$ cat config.mk
export PLATFORM = sky130hd
export DESIGN_NAME = occupancy_grid_rect_marker_unit
export DESIGN_NICKNAME = d
export VERILOG_FILES = /design/src/ogrm_pkg.sv /design/src/occupancy_grid_rect_marker_unit.sv /design/src/ogrm_map.sv
export SDC_FILE = /design/constraint.sdc
export NUM_CORES = 1
export LEC_CHECK = 0
export BUFFER_PORTS_ARGS = -buffer_cell sky130_fd_sc_hd__buf_4
export CAP_MARGIN = 20
export CORE_UTILIZATION = 68
export DETAILED_ROUTE_END_ITERATION = 8
export PLACE_DENSITY = 0.82
export SETUP_SLACK_MARGIN = 0.2
export SLEW_MARGIN = 20
export SYNTH_ARGS = -nofsm -noshare
export SYNTH_HDL_FRONTEND = slang
export SYNTH_SLANG_ARGS = --single-unit
$ cat constraint.sdc
create_clock -name clk -period 10.15 [get_ports clk]
set_clock_uncertainty 0.2 [all_clocks]
set_input_delay 1.015 -clock clk [delete_from_list [all_inputs] [get_ports clk]]
set_output_delay 1.015 -clock clk [all_outputs]
set_load 0.01 [all_outputs]
$ cat src/ogrm_pkg.sv
// Shared types and constants for the occupancy grid rectangle marker.
package ogrm_pkg;

	localparam int COORD_W  = 4;
	localparam int EXTENT_W = 4;
	// Widths and heights above this are saturated.
	localparam logic [EXTENT_W-1:0] MAX_EXTENT = 4'd8;

	typedef struct packed {
		logic [COORD_W-1:0]  origin_x;
		logic [COORD_W-1:0]  origin_y;
		logic [EXTENT_W-1:0] rect_width;
		logic [EXTENT_W-1:0] rect_height;
	} rect_cmd_t;

	typedef struct packed {
		logic [COORD_W-1:0] cell_x;
		logic [COORD_W-1:0] cell_y;
		logic               last_cell;
	} cell_result_t;

endpackage

$ cat src/occupancy_grid_rect_marker_unit.sv
// Top level: rectangle scan sequencer over the occupancy map.
//
// Usage: drive cmd and pulse start while busy is low; the beat is taken at
// that edge. The block then scans the rectangle column by column, rows
// bottom to top, one cell per cycle through the single map read port,
// with the check of one cell overlapped with the read of the next.
// Each newly occupied cell comes out on result for exactly one cycle with
// result_strobe high; the last new cell of a rectangle has last_cell set.
// One result is held back in a pending register so the last flag is known
// when it leaves.
// Timing: busy stays high from the accept edge until the rectangle is done.
// The extents W and H are saturated to 8; an empty rectangle skips the scan.
// A result leaves once the next new cell has been checked; the final one
// appears in the first cycle busy is low again.
// Reset: the map is cleared by a pass over all GRID_COLS * GRID_ROWS cells
// (256 at the defaults), during which busy is high.
// The receiver cannot stall: every strobed result is taken.
module occupancy_grid_rect_marker_unit #(
	parameter int GRID_COLS = 16,
	parameter int GRID_ROWS = 16
) (
	input  logic                    clk,
	input  logic                    arst_n,
	input  logic                    start,
	output logic                    busy,
	input  ogrm_pkg::rect_cmd_t     cmd,
	output ogrm_pkg::cell_result_t  result,
	output logic                    result_strobe
);
	import ogrm_pkg::*;

	localparam int DEPTH = GRID_COLS * GRID_ROWS;
	localparam int AW    = $clog2(DEPTH);
	localparam int SUM_W = COORD_W + 1;

	typedef enum logic [1:0] {ST_IDLE, ST_SCAN, ST_DRAIN, ST_FIN} state_t;

	state_t              state_q;
	logic [COORD_W-1:0]  ox_q, oy_q;
	logic [EXTENT_W-1:0] w_q, h_q, m_q, n_q;
	logic                valid_s1, in_grid_s1;
	logic [COORD_W-1:0]  x_s1, y_s1;
	logic [AW-1:0]       addr_s1;
	logic                pend_q;
	logic [COORD_W-1:0]  pend_x_q, pend_y_q;
	cell_result_t        result_q;
	logic                strobe_q;

	logic [EXTENT_W-1:0] w_sat, h_sat;
	logic [SUM_W-1:0]    x_c, y_c;
	logic                in_grid_c, n_wrap, m_last, new_cell;
	logic [AW-1:0]       rd_addr;
	logic                rd_data, map_ready;

	assign w_sat = (cmd.rect_width  > MAX_EXTENT) ? MAX_EXTENT : cmd.rect_width;
	assign h_sat = (cmd.rect_height > MAX_EXTENT) ? MAX_EXTENT : cmd.rect_height;

	assign x_c       = SUM_W'(ox_q) + SUM_W'(m_q);
	assign y_c       = SUM_W'(oy_q) + SUM_W'(n_q);
	assign in_grid_c = (32'(x_c) < GRID_COLS) && (32'(y_c) < GRID_ROWS);
	assign rd_addr   = AW'(32'(x_c) * GRID_ROWS + 32'(y_c));
	assign n_wrap    = (n_q + 1'b1) == h_q;
	assign m_last    = (m_q + 1'b1) == w_q;
	assign new_cell  = valid_s1 && in_grid_s1 && !rd_data;

	ogrm_map #(
		.DEPTH(DEPTH),
		.AW   (AW)
	) u_map (
		.clk    (clk),
		.arst_n (arst_n),
		.rd_addr(rd_addr),
		.rd_data(rd_data),
		.wr_en  (new_cell),
		.wr_addr(addr_s1),
		.ready  (map_ready)
	);

	always_ff @(posedge clk or negedge arst_n) begin
		if (!arst_n) begin
			state_q    <= ST_IDLE;
			ox_q       <= '0;
			oy_q       <= '0;
			w_q        <= '0;
			h_q        <= '0;
			m_q        <= '0;
			n_q        <= '0;
			valid_s1   <= 1'b0;
			in_grid_s1 <= 1'b0;
			x_s1       <= '0;
			y_s1       <= '0;
			addr_s1    <= '0;
			pend_q     <= 1'b0;
			pend_x_q   <= '0;
			pend_y_q   <= '0;
			result_q   <= '0;
			strobe_q   <= 1'b0;
		end else begin
			strobe_q <= 1'b0;
			valid_s1 <= 1'b0;

			// A new cell pushes out the previous pending one, not last.
			if (new_cell) begin
				pend_q   <= 1'b1;
				pend_x_q <= x_s1;
				pend_y_q <= y_s1;
				if (pend_q) begin
					result_q <= '{cell_x: pend_x_q, cell_y: pend_y_q, last_cell: 1'b0};
					strobe_q <= 1'b1;
				end
			end

			case (state_q)
				ST_IDLE: begin
					if (start && map_ready) begin
						ox_q <= cmd.origin_x;
						oy_q <= cmd.origin_y;
						w_q  <= w_sat;
						h_q  <= h_sat;
						m_q  <= '0;
						n_q  <= '0;
						state_q <= (w_sat == '0 || h_sat == '0) ? ST_FIN : ST_SCAN;
					end
				end
				ST_SCAN: begin
					valid_s1   <= 1'b1;
					in_grid_s1 <= in_grid_c;
					x_s1       <= x_c[COORD_W-1:0];
					y_s1       <= y_c[COORD_W-1:0];
					addr_s1    <= rd_addr;
					if (n_wrap) begin
						n_q <= '0;
						m_q <= m_q + 1'b1;
						if (m_last) begin
							state_q <= ST_DRAIN;
						end
					end else begin
						n_q <= n_q + 1'b1;
					end
				end
				ST_DRAIN: begin
					state_q <= ST_FIN;
				end
				ST_FIN: begin
					if (pend_q) begin
						result_q <= '{cell_x: pend_x_q, cell_y: pend_y_q, last_cell: 1'b1};
						strobe_q <= 1'b1;
						pend_q   <= 1'b0;
					end
					state_q <= ST_IDLE;
				end
				default: begin
					state_q <= ST_IDLE;
				end
			endcase
		end
	end

	assign busy          = (state_q != ST_IDLE) || !map_ready;
	assign result        = result_q;
	assign result_strobe = strobe_q;

	a_accept_busy: assert property (@(posedge clk) disable iff (!arst_n)
		(start && !busy) |=> busy)
		else $error("accepted beat did not raise busy");

	a_idle_no_pend: assert property (@(posedge clk) disable iff (!arst_n)
		(state_q == ST_IDLE) |-> !pend_q)
		else $error("pending cell left behind after rectangle finished");

	a_s1_in_scan: assert property (@(posedge clk) disable iff (!arst_n)
		valid_s1 |-> (state_q == ST_SCAN || state_q == ST_DRAIN))
		else $error("check stage active outside scan");

	a_no_out_while_clearing: assert property (@(posedge clk) disable iff (!arst_n)
		!map_ready |-> (!result_strobe && state_q == ST_IDLE))
		else $error("activity during map clear");

endmodule

$ cat src/ogrm_map.sv
// One-bit occupancy map memory with a clearing pass after reset.
module ogrm_map #(
	parameter int DEPTH = 256,
	parameter int AW    = 8
) (
	input  logic          clk,
	input  logic          arst_n,
	input  logic [AW-1:0] rd_addr,
	output logic          rd_data,
	input  logic          wr_en,
	input  logic [AW-1:0] wr_addr,
	output logic          ready
);
	import ogrm_pkg::*;

	logic          mem [DEPTH];
	logic [AW-1:0] clr_addr_q;
	logic          clearing_q;
	logic          rd_data_q;

	always_ff @(posedge clk or negedge arst_n) begin
		if (!arst_n) begin
			clr_addr_q <= '0;
			clearing_q <= 1'b1;
		end else if (clearing_q) begin
			if (clr_addr_q == AW'(DEPTH - 1)) begin
				clearing_q <= 1'b0;
			end
			clr_addr_q <= clr_addr_q + 1'b1;
		end
	end

	// Clear pass owns the write port until every cell reads free.
	always_ff @(posedge clk) begin
		if (clearing_q) begin
			mem[clr_addr_q] <= 1'b0;
		end else if (wr_en) begin
			mem[wr_addr] <= 1'b1;
		end
		rd_data_q <= mem[rd_addr];
	end

	assign rd_data = rd_data_q;
	assign ready   = !clearing_q;

endmodule
-- After elaboration in Yosys (flattened, before gate mapping)
Memories as Yosys holds them, arrays and structs flattened. A register that Yosys moved wholly into a read port is not among the register bits.
Cells that the tools add are included.
- flip-flop bits (word level): 72
- bits in latches: 0
- memory bits (writable): 256
- ROM bits: 0
- bits of input ports: 19
- output and inout bits: 11
- logic and storage cells: 93
- memories: 1
- memory list (memory ; words ; width ; read ports ; clocked after memory_dff ; write ports ; RTL line ; text):
    u_map.mem ; 256 ; 1 ; 1 ; 1 ; 1 ; ogrm_map.sv:16 ; logic mem [DEPTH];
- $add $sub $neg: 6
- multipliers: 0
- div/mod/pow operators: 0
- magnitude comparators: 4
- equality and inequality tests: 9
- shifts and indexed selects: 0
- multiplexer cells: 34
- bitwise logic cells: 0
- reduce and logical (&&, ||, !) cells: 18
- operator list (kind ; count):
    two-way mux 9 bit ; 4
    two-way mux 4 bit ; 5
    two-way mux 1 bit ; 17
    one-hot mux 4 bit (2 select lines) ; 2
    adder 4 x 4 -> 5 bit ; 2
    less-than comparator 5 bit (second input constant) ; 2
    adder 4 x 1 -> 4 bit (second input constant) ; 2
    adder 8 x 1 -> 8 bit (second input constant) ; 1
    adder 8 x 5 -> 8 bit ; 1
    equality test 4 bit ; 2
    equality test 8 bit (second input constant) ; 1
    > comparator 4 bit (second input constant) ; 2
    logical NOT 4 bit ; 2
    two-way mux 2 bit ; 4
    two-way mux 8 bit ; 1
    one-hot mux 2 bit (4 select lines) ; 1
    inequality test 2 bit (second input constant) ; 3
    AND reduction 3 bit ; 2
    equality test 2 bit (second input constant) ; 2
    logical AND 1 bit ; 4
    AND reduction 2 bit ; 2
    nonzero test 2 bit ; 2
    equality test 2 x 1 -> 1 bit (second input constant) ; 1
    logical NOT 1 bit ; 2
    3 further kinds ; 4

-- Logic depth before layout (Yosys ltp)
Gate-level depths: netlist (run 1).
- depth in word-level cells: 7
- depth in mapped cells: 12
- depth with buffers taken out: 11

-- Modules after synthesis
A second synthesis (run 1) with hierarchy kept.
- cell total of the unflattened synthesis: 1137
- area total of the unflattened synthesis: 14819.2 µm²
- by module, submodules not included (module ; instances ; cells each ; area each (µm²) ; seq. area each (µm²)):
    ogrm_map ; 1 ; 896 ; 11977.7 ; 7933.9
    occupancy_grid_rect_marker_unit ; 1 ; 241 ; 2841.5 ; 1476.4

-- Least setup slack after synthesis (run 1)
Ideal clock, no wire load.
- path type: reg2reg
- start point: register in_grid_s1
- end point: memory u_map.mem[140], enable pin
- library setup time: 0.300 ns
- arrival: 3.447 ns
- data required time: 9.650 ns
- slack: 6.204 ns
- cell stages (with the launch flop): 11
- path buffers: 2
- clock period less this slack: 3.946 ns
- cell sequence: dfrtp_1 -> nand2_1 -> nor2_1 -> nand2_1 -> inv_2 -> buf_2 -> nand3_1 -> nand2_1 -> nand3_1 -> clkbuf_1 -> nor2_1
- cells in the longest elaborated chain, start to end: 7
- elaborated cells on any way between the ends: 8
- classes of those cells: mux (5); reduce/logical (3)
- ends and longest elaborated chain (what ; RTL line ; text):
    start: declaration ; occupancy_grid_rect_marker_unit.sv:41 ; logic valid_s1, in_grid_s1;
    start signal: assignment ; occupancy_grid_rect_marker_unit.sv:127 ; in_grid_s1 <= in_grid_c;
    logical AND 1 bit * (2 in a row) ; occupancy_grid_rect_marker_unit.sv:64 ; assign new_cell = valid_s1 && in_grid_s1 && !rd_data;
    two-way mux 1 bit * ; ogrm_map.sv:37 ; end else if (wr_en) begin
    two-way mux 1 bit * ; ogrm_map.sv:35 ; if (clearing_q) begin
    two-way mux 1 bit (not written as such) * ; ogrm_map.sv:38 ; mem[wr_addr] <= 1'b1;
    OR reduction 1 bit (no line) ; - ;
    two-way mux 8 bit (no line) or two-way mux 1 bit (tied branches) ; - ;
    end: declaration ; ogrm_map.sv:16 ;
Mark *: on every way between the ends. The rest lies on a longest branch, timed or not.

-- Worst setup path in the final report (run 1)
- start point: register in_grid_s1
- end point: memory u_map.mem[196], enable pin
The elaborated chain is that of the path after synthesis.

==> results of run 1 <==
[logic make-up after synthesis]
family / Yosys count / share of synthesized area [%]
compound gates: 50 / 2.18
flops: 325 / 63.8
xor+xnor: 25 / 2.02
fa+ha+maj: 19 / 1.71
mux: 124 / 14.6
simple gates: 469 / 13.2
buf+inv: 73 / 2.51
[final timing paths]
kind | from | endpoint | slack (ns) | depth (start not counted)
min in group asynchronous | arst_n | y_s1[2]$_DFFE_PN0P_ | 0.35 | 1
worst max register to register | in_grid_s1$_DFFE_PN0P_ | u_map.mem[196]$_DFFE_PP_ | 5.25 | 9
max in group asynchronous | arst_n | u_map.clr_addr_q[6]$_DFFE_PN0P_ | 8.86 | 1
worst max-delay path | in_grid_s1$_DFFE_PN0P_ | u_map.mem[196]$_DFFE_PP_ | 5.25 | 9
worst min-delay path | x_s1[0]$_DFFE_PN0P_ | pend_x_q[0]$_DFFE_PN0N_ | 0.26 | 2
worst min register to register | x_s1[0]$_DFFE_PN0P_ | pend_x_q[0]$_DFFE_PN0N_ | 0.26 | 2
[metal layers]
metal | up-vias | track usage, %
met5 | - | 0
met4 | 2 | 12.1
met3 | 91 | 4.46
met2 | 470 | 47.4
met1 | 4442 | 39.5
li1 | 3926 | -
[Yosys cell counts, types with 9 or more instances]
cell type / number / area share [%]
sky130_fd_sc_hd__a21oi_1: 9 / 0.31
sky130_fd_sc_hd__buf_2: 10 / 0.34
sky130_fd_sc_hd__clkbuf_1: 39 / 0.99
sky130_fd_sc_hd__dfrtp_1: 67 / 11
sky130_fd_sc_hd__edfxtp_1: 256 / 52
sky130_fd_sc_hd__ha_1: 17 / 1.4
sky130_fd_sc_hd__mux2_2: 22 / 1.7
sky130_fd_sc_hd__mux2i_1: 31 / 2.1
sky130_fd_sc_hd__mux4_2: 71 / 11
sky130_fd_sc_hd__nand2_1: 116 / 3.0
sky130_fd_sc_hd__nand2b_1: 10 / 0.42
sky130_fd_sc_hd__nand3_1: 33 / 1.1
sky130_fd_sc_hd__nand3b_1: 15 / 0.76
sky130_fd_sc_hd__nor2_1: 272 / 6.9
sky130_fd_sc_hd__o21ai_0: 13 / 0.44
sky130_fd_sc_hd__xnor2_1: 11 / 0.65
sky130_fd_sc_hd__xor2_1: 9 / 0.53
[power by group]
part / leakage (nW) / internal, mW / total [mW] / switching [mW]
Combinational: 1.86 / 0.00508 / 0.0120 / 0.00696
Sequential: 3.60 / 1.42 / 1.42 / 0
Clock: 0.475 / 0.609 / 1.09 / 0.481
Total: 5.94 / 2.03 / 2.52 / 0.488
[critical path, stage by stage (launching register included)]
cell	delay [ns]
sky130_fd_sc_hd__dfrtp_1	0.34
sky130_fd_sc_hd__nand2_1	0.06
sky130_fd_sc_hd__nor2_1	0.55
sky130_fd_sc_hd__nand2_1	0.50
sky130_fd_sc_hd__inv_6	0.87
sky130_fd_sc_hd__buf_4	0.81
sky130_fd_sc_hd__nand3_1	0.15
sky130_fd_sc_hd__nand2_1	0.15
sky130_fd_sc_hd__nand3_1	0.50
sky130_fd_sc_hd__nor2_1	0.31
[flip-flops by register name, indices dropped and copies added (netlist names), 3 cells and up, named ones only]
register and count:
u_map.mem 256, u_map.clr_addr_q 8, addr_s1 5, h_q 4, m_q 4, n_q 4
ox_q 4, oy_q 4, pend_x_q 4, pend_y_q 4, w_q 4, x_s1 4
y_s1 3
[final cells by class]
class	instances	area share (%)
Sequential cell	325	58.8
Multi-Input combinational cell	687	31.2
Clock buffer	43	5.58
Tap cell	275	2.15
Timing Repair Buffer	34	1.60
Clock inverter	10	0.383
Inverter	11	0.289
[stage by stage]
step           cells  worst slack, ns  total power, mW
2_1_floorplan   1085             6.20             1.45
3_3_place_gp    1332             5.51             1.46
3_5_place_dp    1332             5.37             1.46
4_1_cts         1385             5.31             2.52
5_1_grt         1385             4.79             2.57
6_report        1385             5.25             2.52
==> metrics list, run 1 <==
- The highest layer touched by signal routing is met5.
- Average cell area after synthesis: roughly 14 sq um
* Ports placed on the boundary: 30
- CTS built an H-tree with a depth of 1.
- Along the worst path, the maximum fanout reaches ~170.
* Final max-slew violation count: 0
* Mapped cell area: roughly 0.015 sq mm
* Met3 WL: between 2000 and 3000 microns
- Number of optimization iterations in the first detailed-route pass: 5
- Later-pin clock latency in the skew report: 0.57 ns
- The count of nets left with antenna violations once routing finished came out at 0.
- Total Nets Final: ~1100
* Syn Nets: 1123
* Post-Route Hold Slack: 0.263 ns
- Starting density of the core: 69.7%
- For this block, the initial DRC count from the detailed router was between 1000 and 1500.
- In this run, post-CTS repair resized a total of 0 instances.
- Compared with the post-synthesis result, the final layout area differs by 8.43%.
- Hold-fix buffers at CTS: 0
- Sequential fraction of the synthesis area: a little under two thirds
- Summed over all failing endpoints, the final setup total negative slack is 0 ns.
- Maximum number of pins on one net before global-route repair: ~180
- FFs w/ async S/R, synth: 20.9%
* Final weighted congestion of routability-driven global placement: 0.858
- Cells fill 75.6% of the core in the end.
- During synthesis, Yosys emitted a total of 0 warnings.
* Clock transition at the register clock pins on the worst setup and hold paths after CTS: 0.06 ns
* Total number of vias: 8931
- The wire-length estimate of the detail-placed layout is 18500 microns.
- The final hold violation count came to 0.
- GRT Total Usage: 29.0%
- Worst min-delay path class: flop to flop
- The multi-input combinational cells in the finished layout cover a total of ~0.0050 sq mm.
- The initial antenna violation count was 1.
* Main synth FF type: sky130_fd_sc_hd__edfxtp_1
- After detailed routing, the average wire length per cell comes to around 22 microns.
- Leakage: 5.94 nW
* Unrepaired setup endpoints after global routing: no
- After detailed routing, the wire length on met1 is roughly 12000 microns.
- DIE WIDTH: around 150 microns
- Number of distinct standard cells referenced by the synthesized netlist: 55
- Die Area: between 0.02 and 0.025 sq mm
- Critical Path End Type: flop
* Result of the run: completed
* Clk sinks: around 330
- Number of cell rows: 53
* Power per Cell Area: 158 mW/mm^2
- Across the VDD grid, the largest voltage drop is about 0.00015 V.
- Relative slew margins: 29.7%
* Clk Tree Root Cell: sky130_fd_sc_hd__clkbuf_16
- STA puts the critical path data required time at roughly 10 ns.
- Final design instance area without fill: about 0.016 sq mm
- Reported max-cap violation count: 0
- The worst setup path is of the flop to flop kind.
- At the pin with the least slew margin, the transition time is 1.05 ns.
* Post-synthesis register bit count: approximately 330
- Overall die height: ~150 microns
- Number of CTS-inserted buffers: 31
- Diode count: 0
* Met2 wire len: between 15000 and 20000 microns
- For this run, design rule violations remaining after detail routing come to 0.
- The clock passes through at most 3 buffers.
- Count of port buffers added during placement: 29
- Total congestion overflow after global routing: 0
* Min Clock Period, post-route: about 5 ns
- Yosys mapped a number of flops with a built-in enable equal to roughly 260.
- Fmax: 204 MHz
- Area of the core: 0.0212 sq mm
- In the routed layout, each cell is associated on average with a via count of roughly 6.4.
* Count of fill cells added during filler insertion: 1281
- The top cell types in the final layout, fill and taps aside, are 272 x sky130_fd_sc_hd__nor2_1, 256 x sky130_fd_sc_hd__edfxtp_1, 116 x sky130_fd_sc_hd__nand2_1, 71 x sky130_fd_sc_hd__mux4_2, 67 x sky130_fd_sc_hd__dfrtp_1.
- Clock tree from TritonCTS: built
- Worst path arrival time: between 4 and 5 ns
- STA classifies the critical path startpoint as a flop.
- # setup viols final: 0
- Wires add up to just over 30000 microns.
* Most common cell after layout, fill and taps aside: sky130_fd_sc_hd__nor2_1
- The first global-routing pass estimated around 48000 microns of wire.
- Cell count after synthesis: between 1000 and 1500
* Post-DP Area: 0.0150 sq mm
- Number of global-route vias before repair: 8676
* Flip-flop and latch area: 0.00941 sq mm
- Share of layout cells above drive strength 1: 16.6%
- Dividing the final minimum period by the clock period gives 48.3%.
- In this run the post-CTS setup repair buffer count came out at 0.
(Power assumes the default switching activity.)
==> run 2, diff against run 1 <==
--- a/config.mk
+++ b/config.mk
@@ -7,9 +7,9 @@
 export LEC_CHECK = 0
 export BUFFER_PORTS_ARGS = -buffer_cell sky130_fd_sc_hd__buf_4
 export CAP_MARGIN = 20
-export CORE_UTILIZATION = 68
+export CORE_UTILIZATION = 63
 export DETAILED_ROUTE_END_ITERATION = 8
-export PLACE_DENSITY = 0.82
+export PLACE_DENSITY = 0.77
 export SETUP_SLACK_MARGIN = 0.2
 export SLEW_MARGIN = 20
 export SYNTH_ARGS = -nofsm -noshare
==> constraint.sdc (replaced) <==
create_clock -name clk -period 4.57 [get_ports clk]
set_clock_uncertainty 0.2 [all_clocks]
set_input_delay 0.457 -clock clk [delete_from_list [all_inputs] [get_ports clk]]
set_output_delay 0.457 -clock clk [all_outputs]
set_load 0.01 [all_outputs]
==> metrics list, run 2 (synthesized netlist as in run 1, its figures left out) <==
- Placed instance count: 1391 (+4.4%)
* Final max-slew violation count: 0 (unchanged)
- The global placer's final weighted congestion came to 0.837 (-2.4%).
- Most common cell after layout, fill and taps aside: sky130_fd_sc_hd__nor2_1
- Final-layout setup total negative slack: 0 ns (unchanged)
- The min-delay analysis places its worst path in the category input port to flop.
- Ports placed on the boundary: 30 (unchanged)
- The maximum ir drop on the vdd rail came to 0.000457 V (+210%).
- Routed wire per std cell: 21.4 microns (-4.3%)
- The number of nets with antenna violations after routing is 0 (unchanged).
- Clock tree from TritonCTS: built
- Post-detailed-routing wire length: 31200 microns (+0.67%)
- The signal on the critical path passes through nand2_1 -> nor2_1 -> nand2_1 -> inv_6 -> buf_4 -> buf_4.
- Antenna violations before repair: 0 (-1)
- The total clock buffers created by CTS came to 34 (+9.7%).
- The sink count of the clock tree was 325 (unchanged).
- The x dimension of the die is 155 microns (+3.8%).
- The final hold violation count was 0 (unchanged).
- Top library cells by usage in the layout, fill and taps aside: 272 x sky130_fd_sc_hd__nor2_1, 256 x sky130_fd_sc_hd__edfxtp_1, 116 x sky130_fd_sc_hd__nand2_1, 71 x sky130_fd_sc_hd__mux4_2, 67 x sky130_fd_sc_hd__dfrtp_1
- The via count is 8862 (-0.77%).
* First-pass GRT wire length: 48900 microns (+2.4%)
- Registers with the highest flip-flop counts: u_map.mem x256, u_map.clr_addr_q x8, addr_s1 x5
- Total Nets Final: 1158 (+2.7%)
* Overall die height: 155 microns (+3.8%)
* Total congestion overflow after global routing: 0 (unchanged)
- Area of the core: 0.0228 sq mm (+7.7%)
- The detail-routed via count per cell is 6.08 (-5.7%).
- Starting density of the core: 64.8% (-5.0 points)
- Utilization after layout: 71.9% (-3.7 points)
* Final worst-path cycle share: 81.3% (+33 points)
* H-Tree Level Count: 2 (+1)
- Type of the worst setup path: flop to flop
- The maximum net fanout on the critical path is 125 (-28%).
* Number of cell rows: 55 (+3.8%)
- The total die area came to 0.0240 sq mm (+7.8%).
- Clk Tree Root Cell: sky130_fd_sc_hd__clkbuf_16
- Clock transition at the register clock pins on the worst setup and hold paths after CTS: 0.06 ns (about the same)
* Min Clock Period, post-route: 3.71 ns (-1.19 ns)
* Reported max-cap violation count: 0 (unchanged)
* Fmax: 269 MHz (+32%)
- The final routed DRC violation total came to 0 (unchanged).
- Count of port buffers added during placement: 29 (unchanged)
- The number of flip-flops under the largest register name was 256 (unchanged).
- The worst endpoint required time was 4.51 ns (-5.70 ns).
- The all-layer global routing usage is 27.0% (-2.0 points).
* Leakage: 6.10 nW (+2.7%)
- The worst-margin pin slew is 1.10 ns (+0.0454 ns).
- Number of optimization iterations in the first detailed-route pass: 6 (+1)
- The total half-perimeter wirelength after legalization and detailed placement came to 19300 microns (+4.3%).
- The number of resized instances in the post-cts repair step came to 0 (unchanged).
- The number of non-filler instances in the completed layout came to 1457 (+5.2%).
- The via count of the first global-routing pass was 8810 (+1.5%).
- From synthesis to final layout, the design area changed by 11.0%.
- The cell family contributing the most delay on the critical path is buffers and inverters.
* Later-pin clock latency in the skew report: 0.51 ns (-0.06 ns)
* # setup viols final: 0 (unchanged)
- Slowest stage cell, crit path: sky130_fd_sc_hd__buf_4
- First-iteration detailed-routing DRC count: 943 (-22%)
- Worst path arrival time: 3.65 ns (-1.32 ns)
* Final design instance area without fill: 0.0164 sq mm (+2.4%)
- Maximum number of pins on one net before global-route repair: 126 (-28%)
- The tightest slew margin relative to the limit came to 26.7% (-3.0 points).
* Number of buffers and inverters on the critical path: 3 (+1)
- The flow ran to the end, and the final reports show no timing, DRC or antenna violations.
* Unrepaired setup endpoints after global routing: no
- Share of layout cells above drive strength 1: 18.0% (+1.4 points)
- The placement-stage cell area came to 0.0153 sq mm (+1.5%).
* Power per Cell Area: 354 mW/mm^2 (+120%)
* Largest stage delay, worst path: 0.89 ns (+0.02 ns)
* Type of element launching the critical path: flop
- Diode count: 0 (unchanged)
- The number of buffers on the longest clock path came to 3 (unchanged).
* Critical Path End Type: flop
- Ranked by flip-flop count, first place goes to u_map.mem.
==> run 2: path summary, 6_finish.rpt <==
kind	cells past startpoint	startpoint	slack, ns	to
min in group asynchronous	2	arst_n	0.40	result_strobe$_DFF_PN0_
max in group asynchronous	2	arst_n	3.20	w_q[1]$_DFFE_PN0P_
max reg2reg	6	in_grid_s1$_DFFE_PN0P_	0.86	u_map.mem[236]$_DFFE_PP_
min reg2reg	2	pend_x_q[3]$_DFFE_PN0N_	0.26	flop
max	6	in_grid_s1$_DFFE_PN0P_	0.86	u_map.mem[236]$_DFFE_PP_
min	2	cmd[9]	0.01	oy_q[1]$_DFFE_PN0P_
==> run 2: area by class of cell <==
| type | instances | area [sq um] |
|---|---|---|
| clock buffer | 40 | 895 |
| clock inverter | 20 | 148 |
| fill | 1496 | 6400 |
| inverter | 11 | 46.3 |
| multi-input combinational | 687 | 4990 |
| sequential | 325 | 9410 |
| tap | 313 | 392 |
| timing repair buffer | 61 | 498 |
==> run 2: per-stage QoR <==
step | total power [mW] | hold slack (ns) | setup WS (ns)
after floorplan | 3.22 | -0.0386 | 0.624
after global routing | 5.93 | 0.00172 | 0.679
after detailed placement | 3.24 | 0.252 | 1.01
after global placement | 3.24 | 0.249 | 1.17
after CTS | 5.82 | 0.00101 | 0.983
final | 5.80 | 0.0121 | 0.856
==> run 2: power breakdown <==
group | leakage (nW) | internal, mW | switching (mW)
logic | 1.98 | 0.0146 | 0.0164
clock network | 0.510 | 1.51 | 1.10
registers | 3.60 | 3.15 | 0
==> run 2: timing repair <==
item,4_1_cts,5_1_grt
hold endpoints to repair,72,0
hold buffers,6,0
setup buffers,0,0
==> run 2: layer usage <==
layer	wire, microns	share of wire (%)	global-route usage (%)
met1	12300	39	35.5
met2	15400	49	45.3
met3	2170	7.0	4.37
met4	1340	4.3	11.4
met5	0	0	0
